[src/lstp_pkg.sv]
// ----------------------------------------------------------------------------
// lstp_pkg: scan telegram parser shared definitions
// Field positions, result codes, the result record and the hex digit decoder.
// ----------------------------------------------------------------------------
package lstp_pkg;

  // default layout of a telegram
  localparam int EXPECTED_FIELDS_DEF   = 124;
  localparam int FIRST_RANGE_FIELD_DEF = 27;
  localparam int RANGE_POINTS_DEF      = 91;

  // fixed header fields, counted from 0
  localparam int FREQ_FIELD  = 17;
  localparam int START_FIELD = 24;
  localparam int STEP_FIELD  = 25;

  // token separator
  localparam logic [7:0] SPACE_CHAR = 8'h20;

  // result queue depth, room for two results per byte plus drain slack
  localparam int RES_DEPTH = 4;

  // field widths of one result
  localparam int RANGE_W = 16;
  localparam int INDEX_W = 7;
  localparam int FREQ_W  = 16;
  localparam int ANGLE_W = 32;
  localparam int STEP_W  = 16;
  localparam int RUN_W   = 34;

  // configuration register indexes
  typedef enum logic {
    REG_MIN_ANGLE = 1'b0,
    REG_MAX_ANGLE = 1'b1
  } reg_index_t;

  // result kinds
  typedef enum logic {
    KIND_POINT   = 1'b0,
    KIND_SUMMARY = 1'b1
  } kind_t;

  // summary field-count status
  typedef enum logic [1:0] {
    STATUS_OK       = 2'd0,
    STATUS_TOO_FEW  = 2'd1,
    STATUS_TOO_MANY = 2'd2
  } status_t;

  // one result item
  typedef struct packed {
    kind_t                      kind;
    logic [RANGE_W-1:0]         range_mm;
    logic [INDEX_W-1:0]         point_index;
    status_t                    status;
    logic [FREQ_W-1:0]          scan_frequency;
    logic signed [ANGLE_W-1:0]  start_angle;
    logic [STEP_W-1:0]          angle_step;
    logic                       last;
  } res_t;

  // hex digit decode: bit 4 set when the character is a hex digit
  function automatic logic [4:0] hex_digit(input logic [7:0] c);
    logic [4:0] d;
    d = 5'b0;
    if (c >= 8'h30 && c <= 8'h39) begin
      d = {1'b1, 4'(c - 8'h30)};
    end else if (c >= 8'h61 && c <= 8'h66) begin
      d = {1'b1, 4'(c - 8'h57)};
    end else if (c >= 8'h41 && c <= 8'h46) begin
      d = {1'b1, 4'(c - 8'h37)};
    end
    return d;
  endfunction

endpackage

[src/lidar_scan_telegram_parser_top.sv]
// Path: an accepted byte lands in the input register and is then processed into the result queue.
// Throughput: one byte per cycle while the result queue has room for two results; a final
// byte closing a passing range token yields two results, drained through a four-entry queue.
// Reset: rst clears the telegram state, the window registers to the full range
// and empties the result queue; no clearing pass is needed.
// ----------------------------------------------------------------------------
// lidar_scan_telegram_parser_top: ASCII scan telegram parser
// Splits the byte stream into space-separated hex tokens, keeps the header
// fields and emits range points that fall into the angle window, then a summary.
// ----------------------------------------------------------------------------
module lidar_scan_telegram_parser_top #(
  parameter int EXPECTED_FIELDS   = lstp_pkg::EXPECTED_FIELDS_DEF,
  parameter int FIRST_RANGE_FIELD = lstp_pkg::FIRST_RANGE_FIELD_DEF,
  parameter int RANGE_POINTS      = lstp_pkg::RANGE_POINTS_DEF
) (
  input  logic        clk,
  input  logic        rst,
  // byte stream in
  input  logic        s_axis_tvalid,
  output logic        s_axis_tready,
  input  logic [7:0]  s_axis_tdata,   // [7:0] data_byte
  input  logic        s_axis_tlast,   // end_of_telegram
  // result stream out
  output logic        m_axis_tvalid,
  input  logic        m_axis_tready,
  output logic [95:0] m_axis_tdata,   // range_mm, point_index, status,
                                      // scan_frequency, start_angle, angle_step
  output logic        m_axis_tuser,   // kind
  output logic        m_axis_tlast,   // last
  // configuration writes
  input  logic        cfg_valid,
  output logic        cfg_ready,
  input  logic        cfg_index,
  input  logic [31:0] cfg_data
);

  localparam int CNT_W   = $clog2(EXPECTED_FIELDS + 2);
  localparam int PTR_W   = $clog2(lstp_pkg::RES_DEPTH);
  localparam int FILL_W  = $clog2(lstp_pkg::RES_DEPTH + 1);
  localparam int RANGE_END = FIRST_RANGE_FIELD + RANGE_POINTS;
  localparam int CMP_W   = lstp_pkg::RUN_W + 1;

  // window registers
  logic signed [31:0] min_angle;
  logic signed [31:0] max_angle;

  // input register
  logic       in_valid;
  logic [7:0] in_byte;
  logic       in_end;

  // telegram state
  logic                             inside_token, inside_token_next;
  logic [CNT_W-1:0]                 token_count, token_count_next;
  logic [31:0]                      hex_value, hex_value_next;
  logic                             hex_stopped, hex_stopped_next;
  logic                             hex_digit_seen, hex_digit_seen_next;
  logic [lstp_pkg::FREQ_W-1:0]      held_frequency, held_frequency_next;
  logic [31:0]                      held_start_angle, held_start_angle_next;
  logic [lstp_pkg::STEP_W-1:0]      held_step, held_step_next;
  logic signed [lstp_pkg::RUN_W-1:0] running_angle, running_angle_next;
  logic [lstp_pkg::INDEX_W-1:0]     emitted_points, emitted_points_next;

  // result queue
  lstp_pkg::res_t   res_mem [lstp_pkg::RES_DEPTH];
  logic [PTR_W-1:0] rd_ptr, wr_ptr;
  logic [FILL_W-1:0] fill;

  // byte processing
  logic             proc;
  logic             is_space, opening, closing;
  logic [4:0]       dig;
  logic [CNT_W-1:0] cnt1;
  logic [31:0]      hv1, hv2;
  logic             stop1, stop2, seen1, seen2, inside1;
  logic [31:0]      idx_ext;
  logic             field_ok, pt_hit;
  logic signed [CMP_W-1:0] ang_ext, step_ext, ang_plus, ang_minus;
  lstp_pkg::res_t   point_res, sum_res, push0, push1;
  logic [1:0]       n_push;
  logic             pop;

  // config port always takes writes
  assign cfg_ready = 1'b1;

  always_ff @(posedge clk) begin
    if (rst) begin
      min_angle <= 32'sh8000_0000;
      max_angle <= 32'sh7FFF_FFFF;
    end else if (cfg_valid) begin
      unique case (lstp_pkg::reg_index_t'(cfg_index))
        lstp_pkg::REG_MIN_ANGLE: min_angle <= cfg_data;
        lstp_pkg::REG_MAX_ANGLE: max_angle <= cfg_data;
        default: ;
      endcase
    end
  end

  // process when the queue has room for two results
  assign proc          = in_valid && (fill <= FILL_W'(lstp_pkg::RES_DEPTH - 2));
  assign s_axis_tready = !in_valid || proc;

  // input register
  always_ff @(posedge clk) begin
    if (rst) begin
      in_valid <= 1'b0;
    end else if (s_axis_tready) begin
      in_valid <= s_axis_tvalid;
    end
  end

  always_ff @(posedge clk) begin
    if (s_axis_tready && s_axis_tvalid) begin
      in_byte <= s_axis_tdata;
      in_end  <= s_axis_tlast;
    end
  end

  // token open and hex accumulate
  always_comb begin
    is_space = (in_byte == lstp_pkg::SPACE_CHAR);
    opening  = !is_space && !inside_token;
    dig      = lstp_pkg::hex_digit(in_byte);
    cnt1     = (opening && token_count <= CNT_W'(EXPECTED_FIELDS))
               ? token_count + CNT_W'(1) : token_count;
    hv1      = opening ? 32'd0 : hex_value;
    stop1    = opening ? 1'b0 : hex_stopped;
    seen1    = opening ? 1'b0 : hex_digit_seen;
    hv2      = hv1;
    stop2    = stop1;
    seen2    = seen1;
    if (!is_space && !stop1) begin
      if (dig[4]) begin
        hv2   = {hv1[27:0], dig[3:0]};
        seen2 = 1'b1;
      end else begin
        stop2 = 1'b1;
      end
    end
    inside1 = is_space ? inside_token : 1'b1;
    closing = is_space ? inside_token : (in_end && inside1);
  end

  // window test on the running angle
  always_comb begin
    ang_ext   = CMP_W'(running_angle);
    step_ext  = CMP_W'($signed({1'b0, held_step}));
    ang_plus  = ang_ext + step_ext;
    ang_minus = ang_ext - step_ext;
  end

  // token close, header capture and range point
  always_comb begin
    idx_ext  = 32'(cnt1) - 32'd1;
    field_ok = closing && (cnt1 != '0) && (cnt1 <= CNT_W'(EXPECTED_FIELDS));

    held_frequency_next   = held_frequency;
    held_start_angle_next = held_start_angle;
    held_step_next        = held_step;
    running_angle_next    = running_angle;
    emitted_points_next   = emitted_points;
    pt_hit                = 1'b0;

    if (field_ok) begin
      if (idx_ext == 32'(lstp_pkg::FREQ_FIELD)) begin
        if (seen2) held_frequency_next = hv2[lstp_pkg::FREQ_W-1:0];
      end else if (idx_ext == 32'(lstp_pkg::START_FIELD)) begin
        if (seen2) held_start_angle_next = hv2;
        running_angle_next = lstp_pkg::RUN_W'($signed(held_start_angle_next));
      end else if (idx_ext == 32'(lstp_pkg::STEP_FIELD)) begin
        if (seen2) held_step_next = hv2[lstp_pkg::STEP_W-1:0];
      end else if (idx_ext >= 32'(FIRST_RANGE_FIELD) && idx_ext < 32'(RANGE_END)) begin
        running_angle_next = ang_plus[lstp_pkg::RUN_W-1:0];
        if (ang_plus >= CMP_W'(min_angle) && ang_minus <= CMP_W'(max_angle)) begin
          pt_hit              = 1'b1;
          emitted_points_next = emitted_points + lstp_pkg::INDEX_W'(1);
        end
      end
    end
  end

  // result records
  always_comb begin
    point_res             = '0;
    point_res.kind        = lstp_pkg::KIND_POINT;
    point_res.range_mm    = seen2 ? hv2[lstp_pkg::RANGE_W-1:0] : '0;
    point_res.point_index = emitted_points;
    point_res.status      = lstp_pkg::STATUS_OK;

    sum_res      = '0;
    sum_res.kind = lstp_pkg::KIND_SUMMARY;
    if (cnt1 < CNT_W'(EXPECTED_FIELDS)) begin
      sum_res.status = lstp_pkg::STATUS_TOO_FEW;
    end else if (cnt1 > CNT_W'(EXPECTED_FIELDS)) begin
      sum_res.status = lstp_pkg::STATUS_TOO_MANY;
    end else begin
      sum_res.status = lstp_pkg::STATUS_OK;
    end
    sum_res.scan_frequency = held_frequency_next;
    sum_res.start_angle    = held_start_angle_next;
    sum_res.angle_step     = held_step_next;
    sum_res.last           = 1'b1;

    push0  = pt_hit ? point_res : sum_res;
    push1  = sum_res;
    n_push = proc ? (2'(pt_hit) + 2'(in_end)) : 2'd0;
  end

  // telegram state next values, cleared after the summary
  always_comb begin
    inside_token_next   = inside1;
    if (closing) inside_token_next = 1'b0;
    token_count_next    = cnt1;
    hex_value_next      = hv2;
    hex_stopped_next    = stop2;
    hex_digit_seen_next = seen2;
    if (in_end) begin
      inside_token_next   = 1'b0;
      token_count_next    = '0;
      hex_value_next      = '0;
      hex_stopped_next    = 1'b0;
      hex_digit_seen_next = 1'b0;
    end
  end

  // telegram state
  always_ff @(posedge clk) begin
    if (rst || (proc && in_end)) begin
      inside_token     <= 1'b0;
      token_count      <= '0;
      hex_value        <= '0;
      hex_stopped      <= 1'b0;
      hex_digit_seen   <= 1'b0;
      held_frequency   <= '1;
      held_start_angle <= '1;
      held_step        <= '1;
      running_angle    <= '0;
      emitted_points   <= '0;
    end else if (proc) begin
      inside_token     <= inside_token_next;
      token_count      <= token_count_next;
      hex_value        <= hex_value_next;
      hex_stopped      <= hex_stopped_next;
      hex_digit_seen   <= hex_digit_seen_next;
      held_frequency   <= held_frequency_next;
      held_start_angle <= held_start_angle_next;
      held_step        <= held_step_next;
      running_angle    <= running_angle_next;
      emitted_points   <= emitted_points_next;
    end
  end

  // result queue storage
  always_ff @(posedge clk) begin
    if (n_push != 2'd0) begin
      res_mem[wr_ptr] <= push0;
    end
    if (n_push == 2'd2) begin
      res_mem[wr_ptr + PTR_W'(1)] <= push1;
    end
  end

  assign pop = m_axis_tvalid && m_axis_tready;

  // result queue pointers
  always_ff @(posedge clk) begin
    if (rst) begin
      rd_ptr <= '0;
      wr_ptr <= '0;
      fill   <= '0;
    end else begin
      wr_ptr <= wr_ptr + PTR_W'(n_push);
      if (pop) rd_ptr <= rd_ptr + PTR_W'(1);
      fill <= fill + FILL_W'(n_push) - FILL_W'(pop);
    end
  end

  // output beat
  assign m_axis_tvalid = (fill != '0);
  assign m_axis_tuser  = res_mem[rd_ptr].kind;
  assign m_axis_tlast  = res_mem[rd_ptr].last;
  assign m_axis_tdata  = {7'd0,
                          res_mem[rd_ptr].angle_step,
                          res_mem[rd_ptr].start_angle,
                          res_mem[rd_ptr].scan_frequency,
                          res_mem[rd_ptr].status,
                          res_mem[rd_ptr].point_index,
                          res_mem[rd_ptr].range_mm};

  // queue never overfills
  assert property (@(posedge clk) disable iff (rst)
    fill <= FILL_W'(lstp_pkg::RES_DEPTH))
    else $error("result queue overfilled");

  // a byte is only processed with room for two results
  assert property (@(posedge clk) disable iff (rst)
    proc |-> (fill <= FILL_W'(lstp_pkg::RES_DEPTH - 2)))
    else $error("byte processed without queue room");

  // the summary clears the telegram state
  assert property (@(posedge clk) disable iff (rst)
    (proc && in_end) |=> (token_count == '0 && !inside_token && emitted_points == '0))
    else $error("telegram state not cleared after summary");

  // no more points than range fields
  assert property (@(posedge clk) disable iff (rst)
    32'(emitted_points) <= 32'(RANGE_POINTS))
    else $error("too many points emitted");

endmodule

[config.mk]
export PLATFORM = sky130hd
export DESIGN_NAME = lidar_scan_telegram_parser_top
export DESIGN_NICKNAME = d
export VERILOG_FILES = /design/src/lstp_pkg.sv /design/src/lidar_scan_telegram_parser_top.sv
export SDC_FILE = /design/constraint.sdc
export NUM_CORES = 1
export LEC_CHECK = 0
export ABC_AREA = 1
export BUFFER_PORTS_ARGS = -buffer_cell sky130_fd_sc_hd__clkbuf_2
export CORE_MARGIN = 2
export CORE_UTILIZATION = 40
export CTS_CLUSTER_SIZE = 8
export DETAILED_ROUTE_END_ITERATION = 12
export HOLD_SLACK_MARGIN = 0.1
export SYNTH_ARGS = -nofsm -noshare
export SYNTH_HDL_FRONTEND = slang
export SYNTH_SLANG_ARGS = --single-unit
[constraint.sdc]
create_clock -name clk -period 7.18 [get_ports clk]
set_input_delay 0.718 -clock clk [delete_from_list [all_inputs] [get_ports clk]]
set_output_delay 0.718 -clock clk [all_outputs]
set_load 0.005 [all_outputs]
## Word-level counts from Yosys, hierarchy flattened

Memory sizes are Yosys's and may differ from the RTL's. A register that Yosys moved wholly into a read port is not among the register bits.
Index checks and enable logic that the tools add are counted.
W data, S select, Z words.

- Register bits: 228
- Bits in latches: 0
- Bits in writable memories: 364
- Memory bits (read-only): 0
- Input bits: 47
- Output and inout port bits: 101
- Word-level logic and storage cells: 140
- Memories kept: 1

- Add/sub/neg operators: 14
- $mul: 0
- Divide/modulo/power cells: 0
- Magnitude comparators: 15
- Equality and inequality tests: 6
- Shifts and indexed selects: 0
- Mux-type cells: 53
- Bitwise logic cells: 4
- Reductions and logical operators: 29

Memory list:

| memory | depth | width | read ports | clocked after memory_dff | write ports | RTL line | source |
|---|---|---|---|---|---|---|---|
| res_mem | 4 | 91 | 1 | 1 | 2 | lidar_scan_telegram_parser_top.sv:65 | `lstp_pkg::res_t res_mem [lstp_pkg::RES_DEPTH];` |

Operators with widths:

| cell | number |
|---|---|
| $mux W32 | 8 |
| $mux W16 | 9 |
| $mux W34 | 3 |
| $eq A32 B5 Y1 const B | 3 |
| $mux W91 | 1 |
| $add A34 B17 Y35 | 1 |
| $ge A35 B32 Y1 | 1 |
| $le A35 B32 Y1 | 1 |
| $sub A34 B17 Y35 | 1 |
| $ge A32 B5 Y1 const B | 1 |
| $lt A32 B7 Y1 const B | 1 |
| $mux W1 | 22 |
| $ge A8 B7 Y1 const B | 2 |
| $le A8 B7 Y1 const B | 2 |
| $logic_and A1 B1 Y1 | 15 |
| $mux W5 | 3 |
| $add A7 B1 Y7 const B | 2 |
| $le A7 B7 Y1 const B | 2 |
| $mux W7 | 2 |
| $mux W2 | 5 |
| $eq A8 B6 Y1 const B | 1 |
| $ge A8 B6 Y1 const B | 1 |
| $le A8 B6 Y1 const B | 1 |
| $sub A4 B3 Y4 const B | 2 |
| 21 further kinds | 31 |

## Depth between registers and ports, before layout

Gate-level depths: netlist of run 1.

- Word-level depth: 18
- Gate-level depth with buffers: 51
- Depth with buffers taken out: 48

## Worst setup path after synthesis of run 1

OpenSTA, ideal clock, no wires.

- Kind: register to register
- From: register held_step[2] in the netlist's numbering
- To: memory res_mem[3][66] in the netlist's numbering (data pin)
- Library setup time: 0.139 ns
- Arrival time: 7.387 ns
- Data required time: 7.041 ns
- Slack: -0.346 ns
- Cell stages (with the launch flop): 42
- Buffers on the path: 4
- Period minus slack after synthesis: 7.526 ns
- Path through: dfxtp_1 inv_1 ha_1 clkbuf_1 inv_1 nor2_1 o21ai_0 nand2_1 a21boi_0 o21ai_0 a21boi_0 o21ai_0 nand2_1 nand2_1 or2_2 xor2_1 ha_1 nand2_1 [6 not listed] nand2_1 inv_1 nand2_2 nor2_4 nand2_4 buf_6 inv_1 ha_1 inv_1 nor2_1 nor2_1 nor3_1 nor2_1 inv_1 nand2_1 buf_6 buf_6 nor2_1

RTL lines:

| what | RTL line | source |
|---|---|---|
| from (decl) | lidar_scan_telegram_parser_top.sv:60 | `logic [lstp_pkg::STEP_W-1:0] held_step, held_step_next;` |
| from (signal assigned) | lidar_scan_telegram_parser_top.sv:247 | `held_step <= held_step_next;` |
| to (decl) | lidar_scan_telegram_parser_top.sv:65 |  |

==> results.yml, run 1 <==
outcome:
  status: "finished, final reports clean"
global_routing:
  grt_pass1_wl_um: 145000
  overflow: 0
  grt_max_degree: 109
  globalRouteTotalUtil_pct: 23.3
  antenna_found_initial: 0
  grt_pass1_vias: 24800
clock_network:
  h-tree-depth: 3
  cts_root_buffer: "clkbuf_16"
  cts_buffer_depth: 3
  clk_pin_slew_ns: 0.05
  cts_tree: "yes"
  postCtsSetupRepairBufs: 0
  cts.sinks: 590
  cts_buffers: 83
  clock_latency_ns: 0.63
route:
  dr.pass1.iters: 6
  top_layer_used: "met4"
  post_drt_via_cell_ratio: 5.21
  drc: 0
  wirelength_met1_um: 42000
  ant_nets: 0
  wl_met2_um: 44800
  drtIter0Drc: 2383
  vias: 26600
  wire_per_inst_um: 18.6
  wl_met3_um: 5990
  routed_wl_um: 94800
synthesis:
  synth.distinct_cells: 50
  avgSynthCellArea_um2: 7.82
  ys_ff_latch: 590
  synth_ff_type: "dfxtp_1"
  ys_seq_area_share_pct: 46.8
  synth-async-reset-ratio_pct: 0
  syn_inst: 3978
  synth_area_um2: 31100
  yosys_warnings: 0
  synth_edf_count: 273
timing:
  period_needed_ns: 6.76
  worst_pin_slew_ns: 1.11
  setup_tns_ns: 0
  whs_ns: 0.256
  slew_headroom_pct: 25.9
  finalSetupViolCount: 0
  skew_ns: 0.0240
  period_share_pct: 94.2
  drv_slew: 0
  fmax_ghz: 0.148
  setup_slack_ns: 0.416
  finalHoldViolCount: 0
floorplan:
  start_util_pct: 40.3
  num_rows: 102
  die_y_um: 283
  core_area_um2: 77200
  die_area_um2: 80000
  io_pins: 148
  die_w_um: 283
setup_path:
  crit_path_end_kind: "flop"
  startpoint_type: "flop"
  critical-path-max-stage-delay_ns: 0.43
  crit_required_ns: 7.53
  path_class: "reg2reg"
  cp_max_fo: 33
  slowest_stage: "ha_1"
  worstPathArrival_ns: 7.12
place:
  place_area_um2: 32400
  hpwl_um: 61900
  dp_slack_ns: -0.0986
  dpl.cell_count: 4975
  port_buffers: 139
  finalWeightedCongestion: 0.915
flow_run:
  cap_violations: 0
power:
  total_power_mw: 10.7
  p_leak_nw: 15.9
  p_per_area_nw_per_um2: 307
  max-vdd-ir-drop_uv: 160
finish:
  fillers: 7646
  final_area_um2: 34900
  layoutNonFillerInstCount: 5107
  post-route-util_pct: 45.2
  nets: 4189
  drive_above_1_share_pct: 11.0
  diodes: 0
  area_growth_pct: 12.3
worst_hold_path:
  hp-class: "in2reg"
-- power by group --
group | leakage (nW) | switching, mW | internal (mW)
Combinational | 9.55 | 2.24 | 0.959
Sequential | 5.26 | 0.131 | 3.76
Clock | 1.13 | 1.49 | 2.14
-- worst max-delay path: cells and delay by family, from the launching register on --
kind                       cells  cell delay [ns]
buffers and inverters          8             1.06
DFF                            1             0.37
adders and majority gates      3             1.02
xor gates and xnor gates       1             0.23
and+or+nand+nor               25             3.81
-- final timing paths --
path	from	end	slack [ns]	cells after the start
worst max-delay path	held_step[8]	res_mem[0][11]	0.42	37
worst min register to register	res_mem[1][85]	res_mem[1][85]	0.45	2
worst max register to register	held_step[8]	res_mem[0][11]	0.42	37
worst min-delay path	s_axis_tdata[5]	in_byte[5]	0.26	1
-- layer usage --
layer	up-vias	GRT usage (%)
met4	0	6.42
met1	12600	31.9
met2	818	38.7
met5	-	0
met3	108	2.85
li1	13100	-
-- what timing repair did --
action,in CTS,in global routing
hold buffers,0,0
setup endpoints to repair,268,626
resized for setup,4,27
cloned,0,2
-- synthesized netlist by cell type (3+ instances only) --
cell | number | share of area [%]
o21a_1 | 12 | 0.29
a21boi_0 | 5 | 0.12
nor2_2 | 15 | 0.30
o21ai_1 | 12 | 0.19
clkinv_1 | 6 | 0.072
inv_2 | 50 | 0.60
clkbuf_1 | 146 | 1.8
nand2_2 | 21 | 0.42
buf_4 | 14 | 0.34
nor3_1 | 27 | 0.43
nand3_2 | 13 | 0.42
inv_1 | 274 | 3.3
buf_2 | 33 | 0.53
xor2_1 | 70 | 2.0
nor4_1 | 9 | 0.18
o21ai_0 | 289 | 4.7
nor2_1 | 584 | 7.0
nand2_1 | 1008 | 12
edfxtp_1 | 273 | 26
mux2i_1 | 5 | 0.16
nand3b_1 | 16 | 0.39
o21bai_1 | 3 | 0.072
a21oi_1 | 241 | 3.9
fa_1 | 3 | 0.19
o211ai_1 | 34 | 0.82
o22ai_1 | 90 | 1.8
nand3_1 | 163 | 2.6
xnor2_1 | 4 | 0.11
buf_1 | 11 | 0.13
nor2_4 | 24 | 0.87
nand2_4 | 15 | 0.54
dfxtp_1 | 317 | 20
buf_6 | 23 | 0.83
ha_1 | 117 | 4.7
nand4_1 | 30 | 0.60
-- area by class of cell --
class	instances	area (um^2)	area share (%)
sequential	590	14500	41.7
multi-input combinational	2835	14300	40.9
clock buffer	124	2240	6.42
clock inverter	6	118	0.337
tap	1040	1300	3.73
timing repair buffer	181	1170	3.34
inverter	331	1260	3.62
-- layout by cell type (no fill, tap or decap), types with 16 or more instances in the layout --
master / netlist / routed
dfxtp_1: 317 / 315
clkbuf_2: 0 / 139
nand2_4: 15 / 16
buf_4: 14 / 32
nand3_1: 163 / 163
nor2_4: 24 / 25
nor2_2: 15 / 21
o211ai_1: 34 / 34
o22ai_1: 90 / 90
nor3_1: 27 / 22
nand2_2: 21 / 22
nand4_1: 30 / 30
edfxtp_1: 273 / 273
clkbuf_16: 0 / 85
inv_2: 50 / 52
nor2_1: 584 / 577
nand3b_1: 16 / 16
nand2_1: 1008 / 1006
xor2_1: 70 / 70
clkbuf_1: 146 / 40
a21oi_1: 241 / 240
inv_1: 274 / 268
ha_1: 117 / 117
o21ai_0: 289 / 286
-- kinds of logic after synthesis --
family                   synth area share, %
flip-flops                              46.8
AO/OA/AOI/OAI                           12.0
adder cells (fa/ha/maj)                 4.90
multiplexers                           0.161
AND/OR/NAND/NOR                         26.4
other                                 0.0242
buffers and inverters                   7.65
XOR/XNOR                                2.08
-- flip-flops by register name, indices dropped and copies added (netlist names), 7 cells and up, named ones only --
name and flops:
res_mem 360, running_angle 34, held_start_angle 32, hex_value 32, max_angle 32, min_angle 32
held_frequency 16, held_step 16, in_byte 8, emitted_points 7, token_count 7
(Power assumes the default switching activity.)
==> run 2, diff against run 1 <==
Settings changed: SLEW_MARGIN from default to 30.
Clock period 7.18 ns to 8.32 ns, I/O delays scaled along.
==> run 2 against run 1 <==
Against the previous run: non-clock buffer count down 7; via count shrank 0.35%; clock power decreased by 12%; die area unchanged; routed wire length shrank 0.87%; combinational power fell by 15%; final cell count unchanged; flip-flop and latch count is the same.
==> results.yml, run 2 (synthesis results as in run 1) <==
timing:
  setup_slack_ns: 1.07
  drv_slew: 0
  rsz0062_at_grt: "false"
  skew_ns: 0.0410
  whs_ns: 0.367
  finalSetupViolCount: 0
  period_needed_ns: 7.25
  finalHoldViolCount: 0
  slew_headroom_pct: 38.9
  worst_pin_slew_ns: 0.916
  fmax_ghz: 0.138
  period_share_pct: 87.2
  setup_tns_ns: 0
clock_network:
  cts.sinks: 590
  cts_buffer_depth: 3
  clk_pin_slew_ns: 0.06
  cts_root_buffer: "clkbuf_16"
  cts_resized: 0
  clock_latency_ns: 0.64
  cts_hold_buffers: 0
  cts_tree: "yes"
  postCtsSetupRepairBufs: 0
  cts_buffers: 84
  h-tree-depth: 3
place:
  finalWeightedCongestion: 0.962
  port_buffers: 139
  place_area_um2: 32400
  dp_slack_ns: 1.11
  hpwl_um: 61900
  dpl.cell_count: 4969
finish:
  largest-register: "res_mem"
  final_cell_mix: "nand2_1 (1,006), nor2_1 (579), dfxtp_1 (315), o21ai_0 (289), edfxtp_1 (273)"
  largest_reg_flops: 360
  fillers: 7736
  multi_input_area_um2: 14200
  nets: 4183
  reg_top3: "res_mem: 360 flops, running_angle: 34 flops"
  drive_above_1_share_pct: 10.7
  post-route-util_pct: 45.2
  layoutNonFillerInstCount: 5107
  area_growth_pct: 12.1
  diodes: 0
  final_common_cell: "nand2_1"
  final_area_um2: 34900
  register_area_um2: 14500
global_routing:
  antenna_found_initial: 1
  overflow: 0
  globalRouteTotalUtil_pct: 23.3
  grt_max_degree: 134
  grt_pass1_wl_um: 144000
  grt_pass1_vias: 25000
route:
  wl_met3_um: 6690
  post_drt_via_cell_ratio: 5.19
  ant_nets: 0
  drtIter0Drc: 2571
  routed_wl_um: 94000
  wl_met2_um: 43800
  top_layer_used: "met5"
  wirelength_met1_um: 40500
  dr.pass1.iters: 8
  wire_per_inst_um: 18.4
  vias: 26500
  drc: 0
floorplan:
  num_rows: 102
  die_area_um2: 80000
  die_w_um: 283
  core_area_um2: 77200
  die_y_um: 283
  start_util_pct: 40.3
  io_pins: 148
setup_path:
  startpoint_type: "flop"
  cp_max_fo: 67
  crit_path_end_kind: "flop"
  slowest_stage: "a21boi_0"
  crit_required_ns: 8.68
  worstPathArrival_ns: 7.61
  critical-path-max-stage-delay_ns: 0.44
  path_class: "reg2reg"
  ff2ff_setup_slack_ns: 1.07
worst_hold_path:
  hp-class: "in2reg"
flow_run:
  cap_violations: 0
outcome:
  status: "finished, final reports clean"
power:
  p_per_area_nw_per_um2: 266
  total_power_mw: 9.28
  p_leak_nw: 16.0
  max-vdd-ir-drop_uv: 156
==> run 2: cell types whose count changed in the layout (fill, tap and decap cells not counted), moves of 3 or more <==
cell and delta:
o21ai_0 +3, buf_16 -4, buf_4 -9, clkbuf_1 +3, inv_2 +3, buf_12 +8
clkinvlp_4 -4
==> run 2: worst paths after layout <==
path              cells past startpoint            start              to
setup / recovery                     41     held_step[2]  res_mem[0][54]
hold / removal                        1  s_axis_tdata[2]      in_byte[2]
setup reg to reg                     41     held_step[2]  res_mem[0][54]
hold reg to reg                       2   res_mem[1][83]  res_mem[1][83]
==> run 2: area by class of cell <==
cell class	count	area share, %
flip-flops and latches	590	41.7
clock buffers	131	6.71
clock inverters	6	0.266
well taps	1040	3.73
inverters	331	3.58
multi-input cells	2835	40.9
repair buffers	174	3.13
==> run 2: worst max-delay path, delay by kind of cell (launching register included) <==
| family | cells | cell delay [ns] |
|---|---|---|
| and+or+nand+nor | 23 | 2.86 |
| xor gates and xnor gates | 1 | 0.15 |
| buffers and inverters | 9 | 1.31 |
| DFF | 1 | 0.35 |
| adders and majority gates | 3 | 0.93 |
| AOI/OAI and AO/OA | 5 | 1.29 |
==> run 2: per-layer routing <==
metal,vias up,GRT usage (%)
met5,-,0
met1,12400,30.7
li1,13100,-
met2,829,38.1
met4,2,8.70
met3,154,4.27
==> run 2: power breakdown <==
group          switching [mW]  internal [mW]
Combinational            1.90          0.814
Sequential              0.128           3.25
Clock                    1.27           1.92
Total                    3.30           5.98
==> run 3, diff against run 2 <==
Settings changed: CELL_PAD_IN_SITES_DETAIL_PLACEMENT from default to 1, CELL_PAD_IN_SITES_GLOBAL_PLACEMENT from default to 2, PLACE_DENSITY_LB_ADDON from default to 0.1.
==> run 3 against run 2 <==
Against the previous run: die area unchanged; worst setup slack worse by 0.0020 ns; critical path depth fell by 2; clock-buffer cell count is 1 lower; critical endpoint is now res_mem[1][46]; clock power is 3% higher; global-route usage up 2.8 points; worst hold slack improved by 0.0067 ns; fmax about the same; sequential power about the same; via count rose by 1.2%.
==> results.yml, run 3 (synthesis results as in run 1) <==
outcome:
  status: "finished, final reports clean"
floorplan:
  die_area_um2: 80000
  die_y_um: 283
  start_util_pct: 40.3
  num_rows: 102
  io_pins: 148
  core_area_um2: 77200
  die_w_um: 283
finish:
  largest-register: "res_mem"
  largest_reg_flops: 360
  final_cell_mix: "nand2_1 (1,006), nor2_1 (579), dfxtp_1 (315), o21ai_0 (289), edfxtp_1 (273)"
  nets: 4188
  diodes: 0
  layoutNonFillerInstCount: 5113
  final_common_cell: "nand2_1"
  final_area_um2: 35000
  reg_top3: "res_mem: 360 flops, running_angle: 34 flops"
  area_growth_pct: 12.4
  drive_above_1_share_pct: 10.8
timing:
  drv_slew: 0
  finalSetupViolCount: 0
  fmax_ghz: 0.138
  setup_tns_ns: 0
  skew_ns: 0.0453
  rsz0062_at_grt: "false"
  period_share_pct: 87.2
  worst_pin_slew_ns: 0.933
  setup_slack_ns: 1.07
  slew_headroom_pct: 37.8
  finalHoldViolCount: 0
  period_needed_ns: 7.25
clock_network:
  cts.sinks: 590
  cts_buffers: 84
  postCtsSetupRepairBufs: 0
  cts_buffer_depth: 3
  cts_tree: "yes"
  clock_latency_ns: 0.66
  cts_resized: 0
  cts_root_buffer: "clkbuf_16"
  cts_hold_buffers: 0
  clk_pin_slew_ns: 0.06
  h-tree-depth: 3
power:
  sw_frac_of_total_pct: 36.6
  p_switching_mw: 3.46
  p_per_area_nw_per_um2: 270
  max-vdd-ir-drop_uv: 150
  p_int_mw: 5.99
  p_leak_nw: 16.0
  power_frac_comb_pct: 29.6
  power_frac_seq_pct: 35.7
  clock_power_share_pct: 34.7
setup_path:
  crit_path_end_kind: "flop"
  rr_worst_depth: 39
  critPathCapture: "res_mem[1][46]"
  ff2ff_setup_slack_ns: 1.07
  crit_required_ns: 8.68
  r2r_start: "held_step[2]"
  r2r_end: "res_mem[1][46]"
  slowest_stage: "a21boi_0"
  worstPathArrival_ns: 7.62
  startpoint_type: "flop"
  path_class: "reg2reg"
  crit_start: "held_step[2]"
  cp_max_fo: 47
  critical-path-max-stage-delay_ns: 0.44
place:
  finalWeightedCongestion: 0.862
  place_area_um2: 32500
  hpwl_um: 70400
  dp_slack_ns: 1.25
  dpl.cell_count: 4975
  port_buffers: 139
global_routing:
  grt_max_degree: 88
  overflow: 0
  globalRouteTotalUtil_pct: 26.2
  grt_pass1_wl_um: 161000
  antenna_found_initial: 1
  grt_pass1_vias: 27100
route:
  routed_wl_um: 105000
  drc: 0
  ant_nets: 0
  drtIter0Drc: 1831
  wire_per_inst_um: 20.5
  post_drt_via_cell_ratio: 5.24
  vias: 26800
  dr.pass1.iters: 8
worst_hold_path:
  hp-class: "in2reg"
flow_run:
  cap_violations: 0
## run 3: worst min path at each step
| stage | start | to | slack, ns | cells past startpoint |
|---|---|---|---|---|
| 6_report | s_axis_tdata[1] | in_byte[1] | 0.37 | 1 |
| 2_1_floorplan | res_mem[1][72] | res_mem[1][72] | 0.42 | 2 |
| 5_1_grt | s_axis_tdata[4] | in_byte[4] | 0.35 | 1 |
| 4_1_cts | s_axis_tdata[1] | in_byte[1] | 0.33 | 1 |
| 3_3_place_gp | res_mem[1][83] | res_mem[1][83] | 0.43 | 2 |
| 3_5_place_dp | res_mem[2][84] | res_mem[2][84] | 0.44 | 2 |
## run 3: cell type report
type                            count  area [um^2]
Inverter                          331         1250
Tap cell                         1040         1300
Sequential cell                   590        14500
Multi-Input combinational cell   2835        14200
Timing Repair Buffer              179         1110
Fill cell                        9399        42200
Clock buffer                      130         2280
Clock inverter                      8          226
## run 3: critical path, delay by kind of cell, from the launching register on
family                   cells  cell delay [ns]
AO/OA/AOI/OAI                6             1.53
buffers and inverters        7             0.87
flip-flops                   1             0.36
adder cells (fa/ha/maj)      3             0.86
AND/OR/NAND/NOR             23             3.28
## run 3: stage by stage
stage,total power [mW],hold slack (ns),util (%)
finish,9.45,0.373,45.3
detailed placement,6.23,0.436,42.0
global route,9.98,0.348,45.3
global placement,6.18,0.432,42.0
CTS,9.55,0.334,45.3
floorplan,5.20,0.421,-
## run 3: layer usage
layer / GRT usage, % / up-vias / share of wire (%)
met2: 45.0 / 505 / 49
met4: 5.56 / 0 / 1.8
li1: - / 13100 / -
met1: 35.3 / 13100 / 46
met3: 3.11 / 112 / 4.0
met5: 0 / - / 0
## run 3: power by group through the flow
| stage | Sequential (mW) | Clock [mW] | Combinational [mW] |
|---|---|---|---|
| final | 3.37 | 3.28 | 2.80 |
| after global routing | 3.39 | 3.48 | 3.12 |
| after CTS | 3.37 | 3.35 | 2.82 |
| after detailed placement | 3.43 | 0 | 2.80 |
| after global placement | 3.44 | 0 | 2.74 |
| after floorplan | 3.37 | 0 | 1.83 |
